`src/sv/twm_pkg.sv`:
```
`timescale 1ns / 1ps
// ----------------------------------------------------------------------------
// twm_pkg
// Types and fixed constants shared by the text mode terminal writer.
// ----------------------------------------------------------------------------
package twm_pkg;

  localparam int COL_W  = 7;
  localparam int ROW_W  = 5;
  localparam int CHAR_W = 8;
  localparam int CELL_W = 16;

  localparam logic [1:0] CMD_PUT   = 2'd0;
  localparam logic [1:0] CMD_WRITE = 2'd1;
  localparam logic [1:0] CMD_READ  = 2'd2;

  localparam logic [CHAR_W-1:0] CH_TAB     = 8'd9;
  localparam logic [CHAR_W-1:0] CH_NEWLINE = 8'd10;
  localparam logic [CHAR_W-1:0] CH_RETURN  = 8'd13;
  localparam logic [CHAR_W-1:0] CH_SPACE   = 8'd32;

  localparam logic [CHAR_W-1:0] ATTR_RESET = 8'h07;
  localparam logic [CELL_W-1:0] BLANK_CELL = 16'h0720;

  typedef struct packed {
    logic [1:0]        cmd;
    logic [CHAR_W-1:0] char_code;
    logic [CHAR_W-1:0] cell_attr;
    logic [COL_W-1:0]  pos_col;
    logic [ROW_W-1:0]  pos_row;
  } request_t;

  typedef struct packed {
    logic [COL_W-1:0]  cursor_col;
    logic [ROW_W-1:0]  cursor_row;
    logic [CELL_W-1:0] cell_value;
    logic              scrolled;
    logic              out_of_range;
  } result_t;

  typedef enum logic [2:0] {
    OP_PUT_CHAR,
    OP_NEWLINE,
    OP_RETURN,
    OP_TAB,
    OP_WRITE,
    OP_READ,
    OP_OOR,
    OP_NOP
  } op_kind_t;

  typedef struct packed {
    op_kind_t          kind;
    logic [CHAR_W-1:0] char_code;
    logic [CHAR_W-1:0] cell_attr;
    logic [COL_W-1:0]  pos_col;
    logic [ROW_W-1:0]  pos_row;
  } op_t;

  typedef enum logic [1:0] {
    ST_CLEAR,
    ST_IDLE,
    ST_READ,
    ST_FILL
  } back_state_t;

endpackage

```
`src/sv/twm_front.sv`:
```
`timescale 1ns / 1ps
// ----------------------------------------------------------------------------
// twm_front
// Accepts request items, decodes them into operations and holds them in a
// two-entry queue for the execution side.
// ----------------------------------------------------------------------------
module twm_front #(
  parameter int COLUMNS = 80,
  parameter int ROWS    = 25
) (
  input  logic              clk,
  input  logic              rst,
  input  logic              push,
  output logic              full,
  input  twm_pkg::request_t request,
  input  logic              hold,
  output logic              op_valid,
  output twm_pkg::op_t      op,
  input  logic              op_pop
);

  localparam int DEPTH = 2;
  localparam int PTR_W = $clog2(DEPTH);

  twm_pkg::op_t      q [DEPTH];
  logic [PTR_W-1:0]  wr_ptr;
  logic [PTR_W-1:0]  rd_ptr;
  logic [PTR_W:0]    count;
  twm_pkg::op_t      decoded;
  logic              accept;
  logic              take;
  logic              off_screen;

  assign off_screen = (request.pos_col >= twm_pkg::COL_W'(COLUMNS)) ||
                      (request.pos_row >= twm_pkg::ROW_W'(ROWS));

  always_comb begin
    decoded.char_code = request.char_code;
    decoded.cell_attr = request.cell_attr;
    decoded.pos_col   = request.pos_col;
    decoded.pos_row   = request.pos_row;
    case (request.cmd)
      twm_pkg::CMD_PUT: begin
        case (request.char_code)
          twm_pkg::CH_NEWLINE: decoded.kind = twm_pkg::OP_NEWLINE;
          twm_pkg::CH_RETURN:  decoded.kind = twm_pkg::OP_RETURN;
          twm_pkg::CH_TAB:     decoded.kind = twm_pkg::OP_TAB;
          default:             decoded.kind = twm_pkg::OP_PUT_CHAR;
        endcase
      end
      twm_pkg::CMD_WRITE: decoded.kind = off_screen ? twm_pkg::OP_OOR : twm_pkg::OP_WRITE;
      twm_pkg::CMD_READ:  decoded.kind = off_screen ? twm_pkg::OP_OOR : twm_pkg::OP_READ;
      default:            decoded.kind = twm_pkg::OP_NOP;
    endcase
  end

  assign full     = hold || (count == (PTR_W+1)'(DEPTH));
  assign accept   = push && !full;
  assign op_valid = (count != '0);
  assign take     = op_pop && op_valid;
  assign op       = q[rd_ptr];

  always_ff @(posedge clk) begin
    if (accept) begin
      q[wr_ptr] <= decoded;
    end
  end

  always_ff @(posedge clk) begin
    if (rst) begin
      wr_ptr <= '0;
      rd_ptr <= '0;
      count  <= '0;
    end else begin
      if (accept) begin
        wr_ptr <= wr_ptr + 1'b1;
      end
      if (take) begin
        rd_ptr <= rd_ptr + 1'b1;
      end
      case ({accept, take})
        2'b10:   count <= count + 1'b1;
        2'b01:   count <= count - 1'b1;
        default: count <= count;
      endcase
    end
  end

endmodule

```
`config.mk`:
```
export PLATFORM = sky130hd
export DESIGN_NAME = twm_front
export DESIGN_NICKNAME = d
export VERILOG_FILES = /design/src/sv/twm_pkg.sv /design/src/sv/twm_front.sv
export SDC_FILE = /design/constraint.sdc
export NUM_CORES = 1
export LEC_CHECK = 0
export ABC_CLOCK_PERIOD_IN_PS = 3400
export BUFFER_PORTS_ARGS = -buffer_cell sky130_fd_sc_hd__buf_2
export CELL_PAD_IN_SITES_DETAIL_PLACEMENT = 1
export CELL_PAD_IN_SITES_GLOBAL_PLACEMENT = 1
export CORE_MARGIN = 2
export CORE_UTILIZATION = 43
export DETAILED_ROUTE_END_ITERATION = 12
export PLACE_DENSITY_LB_ADDON = 0.1
export SLEW_MARGIN = 20
export SYNTH_ARGS = -nofsm -noshare
export SYNTH_HDL_FRONTEND = slang
export SYNTH_SLANG_ARGS = --single-unit
```
`constraint.sdc`:
```
create_clock -name clk -period 3.4 [get_ports clk]
set_input_delay 0.68 -clock clk [delete_from_list [all_inputs] [get_ports clk]]
set_output_delay 0.68 -clock clk [all_outputs]
set_load 0.05 [all_outputs]
```
==> flow_summary.ini, run 1 <==
[clock_tree]
cts_setup_buffers = 0
cts_hold_buf = 0
clock_sinks = 67
cts_root_buf = clkbuf_8
cts_buffer_depth = 2
clk_pin_slew_ps = 60
cts_max_level = 3
cts-resized-gates = 0
cts_buffers = 9
clock_latency_ps = 330
cts_tree = done

[power_and_ir_drop]
irDropWorstVdd_uv = 342
p_leak_nw = 1.19
p_total_mw = 2.41
power_density_nw_per_um2 = 755

[sta]
skew_ps = 3.68
post-route-min-period_ps = 2570
drv_slew = 0
maxSlewHeadroom_pct = 36.5
fin_crit_sh_pct = 75.7
setup-tns-final_ps = 0
setup_violations = 0
fin_ws_ps = 828
rsz0062_at_grt = no
worstMarginPinSlew_ps = 950
hold_viol_final = 0
max_freq_mhz = 389

[drt]
final_antenna_net_count = 0
drt_wl_total_um = 4940
viasPerCell = 4.93
dr.first_iter.drc_count = 67
drt_pre_antenna_iters = 4
wl_per_cell_um = 16.8
drc = 0
route.vias.total = 1450

[logic_synthesis]
yosysUniqueCellTypes = 27
netlist_area_sq_um = 2560
ys_seq_area_share_pct = 76.5
synth_compound_area_share_pct = 3.02
yosys_warnings = 0
synth_xor_area_share_pct = 1.37
synth_top_family_by_area = multiplexers
yosys.area_share.simple_pct = 3.85
syn_area_per_cell_sq_um = 18.6
syn_inst = 138
synth_mux_area_share_pct = 13.6
synthAdderAreaFrac_pct = 0.488
syn_nets = 174
ys_ff_latch = 67

[place]
dpl_worst_slack_ps = 941
gp_congestion = 0.721
portBuffers = 67
dp.final_hpwl_um = 3470

[critical_path]
critPathArrivalTime_ps = 1890
r2r_end = q[0][30]
path_class = register to primary output
r2r_setup_slack_ps = 1310
r2r_start = count[0]
setup.worst_path.end = op[29]
path_max_fanout = 18
cp-end-kind = primary output
required_ps = 2720
crit_path_start_kind = register
rr_worst_depth = 4

[global_routing]
grt-ovfl-total = 0
grt_pass1_vias = 1518
grt_max_degree = 32
antenna_found_initial = 0
grt_use_total_pct = 15.9
grt_pass1_wl_um = 7380

[final_layout]
regArea_sq_um = 1960
nFillCells = 571
layout-drive-gt1-share_pct = 44.3
num_antenna_cells = 0
final_util_pct = 54.5
final_nets = 251
multi_input_area_sq_um = 581
syn_to_final_growth_pct = 24.3

[die]
row_count = 28
die_h_um = 81.2
dieArea_sq_um = 6600
ios = 68
start_util_pct = 43.8
core-area_sq_um = 5850
die_x_um = 81.2

[job]
drv_cap = 0

[min_path]
min_path_type = register to register

[status]
status = finished, final reports clean
final cells by class:
type	instances	area share, %
clock inverter	3	1.26
tap	75	2.94
sequential	67	61.5
inverter	4	0.471
clock buffer	12	4.24
timing repair buffer	69	11.4
multi-input combinational	64	18.2
sequential cells by signal, summed over array words and instances, names as in the netlist, named ones only:
signal and flops:
count 2, q 62, rd_ptr 1, wr_ptr 1
cell usage after synthesis:
cell	number	share of area [%]
a211oi_1	1	0.29
a21oi_1	3	0.59
buf_2	3	0.59
dfxtp_1	5	3.9
edfxtp_1	62	73
ha_1	1	0.49
inv_1	4	0.59
mux2_1	20	8.8
mux2_2	11	4.8
nand2_1	1	0.15
nand2b_1	2	0.49
nand4b_1	1	0.34
nor2_1	5	0.73
nor2b_1	1	0.24
nor4_1	1	0.24
o21a_1	1	0.29
o21a_2	1	0.34
o21ai_0	1	0.19
o21bai_1	1	0.29
o2bb2ai_1	1	0.34
o311a_1	1	0.39
o31ai_1	1	0.29
or2_2	2	0.49
or3_1	3	0.73
or4_4	1	0.44
xnor2_1	3	1.0
xor2_1	1	0.34
worst min path at each step:
stage	start	endpoint	depth (start not counted)
3_3_place_gp	wr_ptr	wr_ptr	2
5_1_grt	request[13]	q[0][13]	1
6_report	wr_ptr	wr_ptr	2
2_1_floorplan	wr_ptr	wr_ptr	2
4_1_cts	request[13]	q[0][13]	1
3_5_place_dp	wr_ptr	wr_ptr	2
power breakdown:
part	total, mW	switching [mW]	internal, mW
combinational	0.785	0.551	0.233
sequential	1.02	0.0489	0.971
clock	0.602	0.269	0.333
stage by stage:
step	hold slack, ps	std cells	instance area, sq um
after floorplan	455	138	2560
after global placement	479	279	3010
after detailed placement	491	279	3010
after CTS	512	294	3190
after global routing	519	294	3190
final	512	294	3190
critical path: stages, from the launching register on:
cell and delay (ps):
dfxtp_1 760, buf_12 250, mux2_1 340, buf_2 220
routing by layer:
layer  wire, um  vias to the layer above  global-route usage [%]
met5          0                        -                       0
met2       2620                       37                    27.1
li1           -                      689                       -
met1       2010                      714                    17.9
met4         83                        0                    9.66
met3        223                       10                    4.00
layout by cell type, fill, tap and decap left out, types with 4 or more instances in the layout:
master	n
clkbuf_8	9
inv_1	4
mux2_1	20
dfxtp_1	5
edfxtp_1	62
nor2_1	4
buf_2	67
mux2_2	11
kinds of logic (layout without fill, tap and decap cells):
family | count (synthesis) | count (layout)
muxes | 31 | 31
and+or+nand+nor | 17 | 17
adders and majority gates | 1 | 1
xor gates and xnor gates | 4 | 4
buffers and inverters | 7 | 88
DFF | 67 | 67
AOI/OAI and AO/OA | 11 | 11
Power figures use the tool's default switching activity.
==> inputs of run 2 (changes only) <==
- ABC_CLOCK_PERIOD_IN_PS: 3400 -> 2600
- clock period: 3.4 -> 2.6 ns (I/O delays scaled with it)
==> run 2 against run 1 <==
  * Clock-buffer cell count down 2
  * Power is 39% higher
  * Utilization rose by 1.3 points
  * Critical path depth is the same
  * Via count decreased by 0.48%
  * Register-to-register slack got worse by 600 ps
  * Sequential power is 27% higher
  * First-iteration DRC count decreased by 28%
  * Cell area increased by 2.5%
  * Hold slack lost 130 ps
  * Non-clock buffer count is 3 higher
  * Worst setup slack lost 260 ps
  * Largest power group unchanged
==> flow_summary.ini, run 2 (same netlist as run 1, synthesis figures left out) <==
[drt]
viasPerCell = 4.84
drt_pre_antenna_iters = 4
drt_wl_total_um = 4850
drt-met1-wl_um = 2030
dr.first_iter.drc_count = 48
wl_met2_um = 2500
drc = 0
final_antenna_net_count = 0
routed-wl-met3_um = 227
wl_per_cell_um = 16.3
route.vias.total = 1443
highest_layer = met4

[critical_path]
r2r_start = count[0]
r2r_setup_slack_ps = 710
required_ps = 2080
critPathArrivalTime_ps = 1520
path_max_fanout = 17
rr_worst_depth = 4
cp-end-kind = primary output
setup.worst_path.end = op[10]
path_class = register to primary output
crit_path_start_kind = register
r2r_end = q[0][18]

[place]
gp_congestion = 0.704
dpl_worst_slack_ps = 481
dpl_cell_area_sq_um = 3040
portBuffers = 67
dp.final_hpwl_um = 3520
dp.cells = 282

[job]
drv_cap = 0

[sta]
hold_slack_ps = 377
maxSlewHeadroom_pct = 70.5
fin_ws_ps = 564
fin_crit_sh_pct = 78.3
setup-tns-final_ps = 0
drv_slew = 0
rsz0062_at_grt = no
hold_viol_final = 0
setup_violations = 0
worstMarginPinSlew_ps = 442
max_freq_mhz = 491
post-route-min-period_ps = 2040
skew_ps = 7.11

[final_layout]
final_nets = 254
final_cell_mix = 67 x buf_2, 62 x edfxtp_1, 20 x mux2_1, 11 x mux2_2, 9 x clkbuf_8
num_antenna_cells = 0
layout-drive-gt1-share_pct = 45.7
final_cell_count_no_fill = 298
final_util_pct = 55.9
nFillCells = 576
syn_to_final_growth_pct = 27.4
postLayoutCellArea_sq_um = 3270
mostFrequentLayoutCell = buf_2
largest_reg_flops = 62
top_regs = q: 62 flops, count: 2 flops
largest_register = q

[clock_tree]
clock_sinks = 67
cts_max_level = 3
cts_root_buf = clkbuf_8
clock_latency_ps = 330
cts_tree = done
cts_buffers = 9
cts-resized-gates = 0
clk_pin_slew_ps = 70
cts_hold_buf = 0
cts_setup_buffers = 0
cts_buffer_depth = 2

[global_routing]
grt_pass1_vias = 1493
grt-ovfl-total = 0
grt_max_degree = 20
grt_pass1_wl_um = 7250
grt_use_total_pct = 15.7
antenna_found_initial = 0

[min_path]
min_path_cells = 1
min_path_type = input pin to register
hold_path_startpoint = request[15]

[die]
dieArea_sq_um = 6600
ios = 68
die_h_um = 81.2
die_x_um = 81.2
start_util_pct = 43.8
row_count = 28
core-area_sq_um = 5850

[power_and_ir_drop]
irDropWorstVdd_uv = 550
p_leak_nw = 1.23
p_total_mw = 3.35
power_density_nw_per_um2 = 1030

[status]
status = finished, final reports clean
[run 2: worst max-delay path, cell delays in order, from the launching register on]
cell	delay, ps
dfxtp_1	340
buf_4	260
mux2_1	370
buf_2	220
[run 2: layout make-up]
type                       instances  area, sq um  area share, %
clock buffer                      10          128           3.91
clock inverter                     6          104           3.18
inverter                           4         15.0          0.459
multi-input combinational         64          581           17.8
sequential                        67         1960           60.0
tap                               75         93.8           2.87
timing repair buffer              72          385           11.8
[run 2: where the power goes]
part / total (mW) / switching [mW] / internal, mW
logic: 1.05 / 0.752 / 0.303
clock network: 1.00 / 0.369 / 0.631
registers: 1.30 / 0.0311 / 1.27
[run 2: worst min-delay path by stage]
stage and end:
2_1_floorplan wr_ptr, 3_3_place_gp wr_ptr, 3_5_place_dp wr_ptr, 4_1_cts q[1][7], 5_1_grt q[1][7], 6_report q[1][15]
[run 2: layer usage]
layer,vias up,global-route usage [%]
met2,44,25.8
met4,0,9.66
met5,-,0
met1,693,18.5
met3,9,4.11
li1,697,-
==> inputs of run 3 (changes only) <==
- ABC_CLOCK_PERIOD_IN_PS: 2600 -> 1700
- CORE_UTILIZATION: 43 -> 39
- clock period: 2.6 -> 1.7 ns (I/O delays scaled with it)
==> run 3 against run 2 <==
  * The flow now finishes with violations (setup timing)
  * Highest routed layer unchanged
  * First-iteration DRC count is 38% higher
  * Register-to-register slack worse by 660 ps
  * Cell area is 11% higher
  * Cell count is 2.0% higher
  * Global-route usage is 0.62 points higher
  * Wire length is 13% higher
  * Clock skew is 0.71 ps higher
==> flow_summary.ini, run 3 (same netlist as run 1, synthesis figures left out) <==
[global_routing]
grt_pass1_wl_um = 8510
grt_pass1_vias = 1660
grt_use_total_pct = 16.3
grt_max_degree = 24
antenna_found_initial = 0
grt-ovfl-total = 0

[sta]
rsz0062_at_grt = yes
max_freq_mhz = 560
fin_crit_sh_pct = 105
setup-tns-final_ps = -1500
post-route-min-period_ps = 1790
hold_viol_final = 0
setup_violations = 31
hold_slack_ps = 183
maxSlewHeadroom_pct = 73.3
drv_slew = 0
worstMarginPinSlew_ps = 396
skew_ps = 7.81
fin_ws_ps = -85.4

[clock_tree]
cts_setup_buffers = 0
clock_sinks = 67
cts_buffers = 9
cts_buffer_depth = 2
clk_pin_slew_ps = 70
cts_root_buf = clkbuf_8
cts_max_level = 3
cts_tree = done
clock_latency_ps = 350
cts_hold_buf = 0

[critical_path]
crit_family = flip-flops
path_class = register to primary output
rr_worst_depth = 6
critPathSlowestCell = dfxtp_4
required_ps = 1360
path_max_fanout = 12
setup.worst_path.end = op[10]
crit_chain = buf_12 > mux2_1 > buf_6
r2r_setup_slack_ps = 50
r2r_end = count[1]
max_stage_delay_ps = 420
critPathArrivalTime_ps = 1450
worst-path-buf-inv = 2
cp.depth = 3
r2r_start = count[1]
crit_path_start_kind = register
cp-end-kind = primary output

[final_layout]
num_antenna_cells = 0
final_cell_mix = 62 x edfxtp_1, 36 x buf_2, 26 x buf_6, 23 x mux2_4, 10 x clkbuf_8
final_nets = 258
syn_to_final_growth_pct = 41.6
largest_register = q
largest_reg_flops = 62
postLayoutCellArea_sq_um = 3630
final_util_pct = 57.2
final_cell_count_no_fill = 304
layout-drive-gt1-share_pct = 58.1
top_regs = q: 62 flops, count: 2 flops
mostFrequentLayoutCell = edfxtp_1

[die]
ios = 68
die_h_um = 85.1
start_util_pct = 40.4
row_count = 29
die_x_um = 85.1
core-area_sq_um = 6350
dieArea_sq_um = 7240

[drt]
drt_pre_antenna_iters = 4
drt_wl_total_um = 5480
final_antenna_net_count = 0
wl_per_cell_um = 18.0
dr.first_iter.drc_count = 66
viasPerCell = 4.92
route.vias.total = 1496
drc = 0

[place]
dp.cells = 287
portBuffers = 67
dpl_worst_slack_ps = -115
gp_congestion = 0.735
dpl_cell_area_sq_um = 3100

[job]
drv_cap = 0

[min_path]
min_path_type = input pin to register
hold_path_startpoint = request[5]

[power_and_ir_drop]
p_total_mw = 5.43
p_leak_nw = 1.37
power_density_nw_per_um2 = 1500
irDropWorstVdd_uv = 837

[status]
status = complete, but fails checks
violations = setup timing
==> run 3: cell types whose count changed in the layout (fill, tap and decap cells not counted), sizes merged <==
| cell | delta |
|---|---|
| buf | +4 |
| bufinv | -3 |
| clkinvlp | +3 |
| clkbuf | +1 |
| inv | -1 |
==> run 3: worst min-delay path by stage <==
stage	end	cells past startpoint
floorplan	count[0]	1
global placement	wr_ptr	2
detailed placement	register	2
CTS	q[0][19]	1
global route	q[0][5]	1
finish	q[0][5]	1
==> run 3: where the power goes <==
group / internal [mW] / total (mW) / switching (mW) / leakage [nW]
registers: 1.95 / 2.03 / 0.0745 / 0.611
clock network: 0.560 / 1.14 / 0.584 / 0.0851
logic: 0.979 / 2.26 / 1.28 / 0.677
total: 3.49 / 5.43 / 1.94 / 1.37
==> run 3: what timing repair did <==
action | 4_1_cts | 5_1_grt
gates resized for setup | 97 | 5
endpoints found under the setup margin | 32 | 33
pin swaps | 0 | 1
cloned | 1 | 0
==> run 3: cell type report <==
class | instances | area (sq um)
Sequential cell | 67 | 1970
Tap cell | 77 | 96.3
Timing Repair Buffer | 76 | 681
Fill cell | 590 | 2720
Inverter | 4 | 18.8
Clock buffer | 11 | 141
Clock inverter | 5 | 30.0
Multi-Input combinational cell | 64 | 696
==> run 3: layer usage <==
layer	vias up	wire [um]	share of wire [%]	GRT usage, %
li1	707	-	-	-
met1	726	2260	41	19.4
met2	57	2860	52	26.7
met3	6	287	5.2	5.84
met4	0	68	1.2	7.36
met5	-	0	0	0
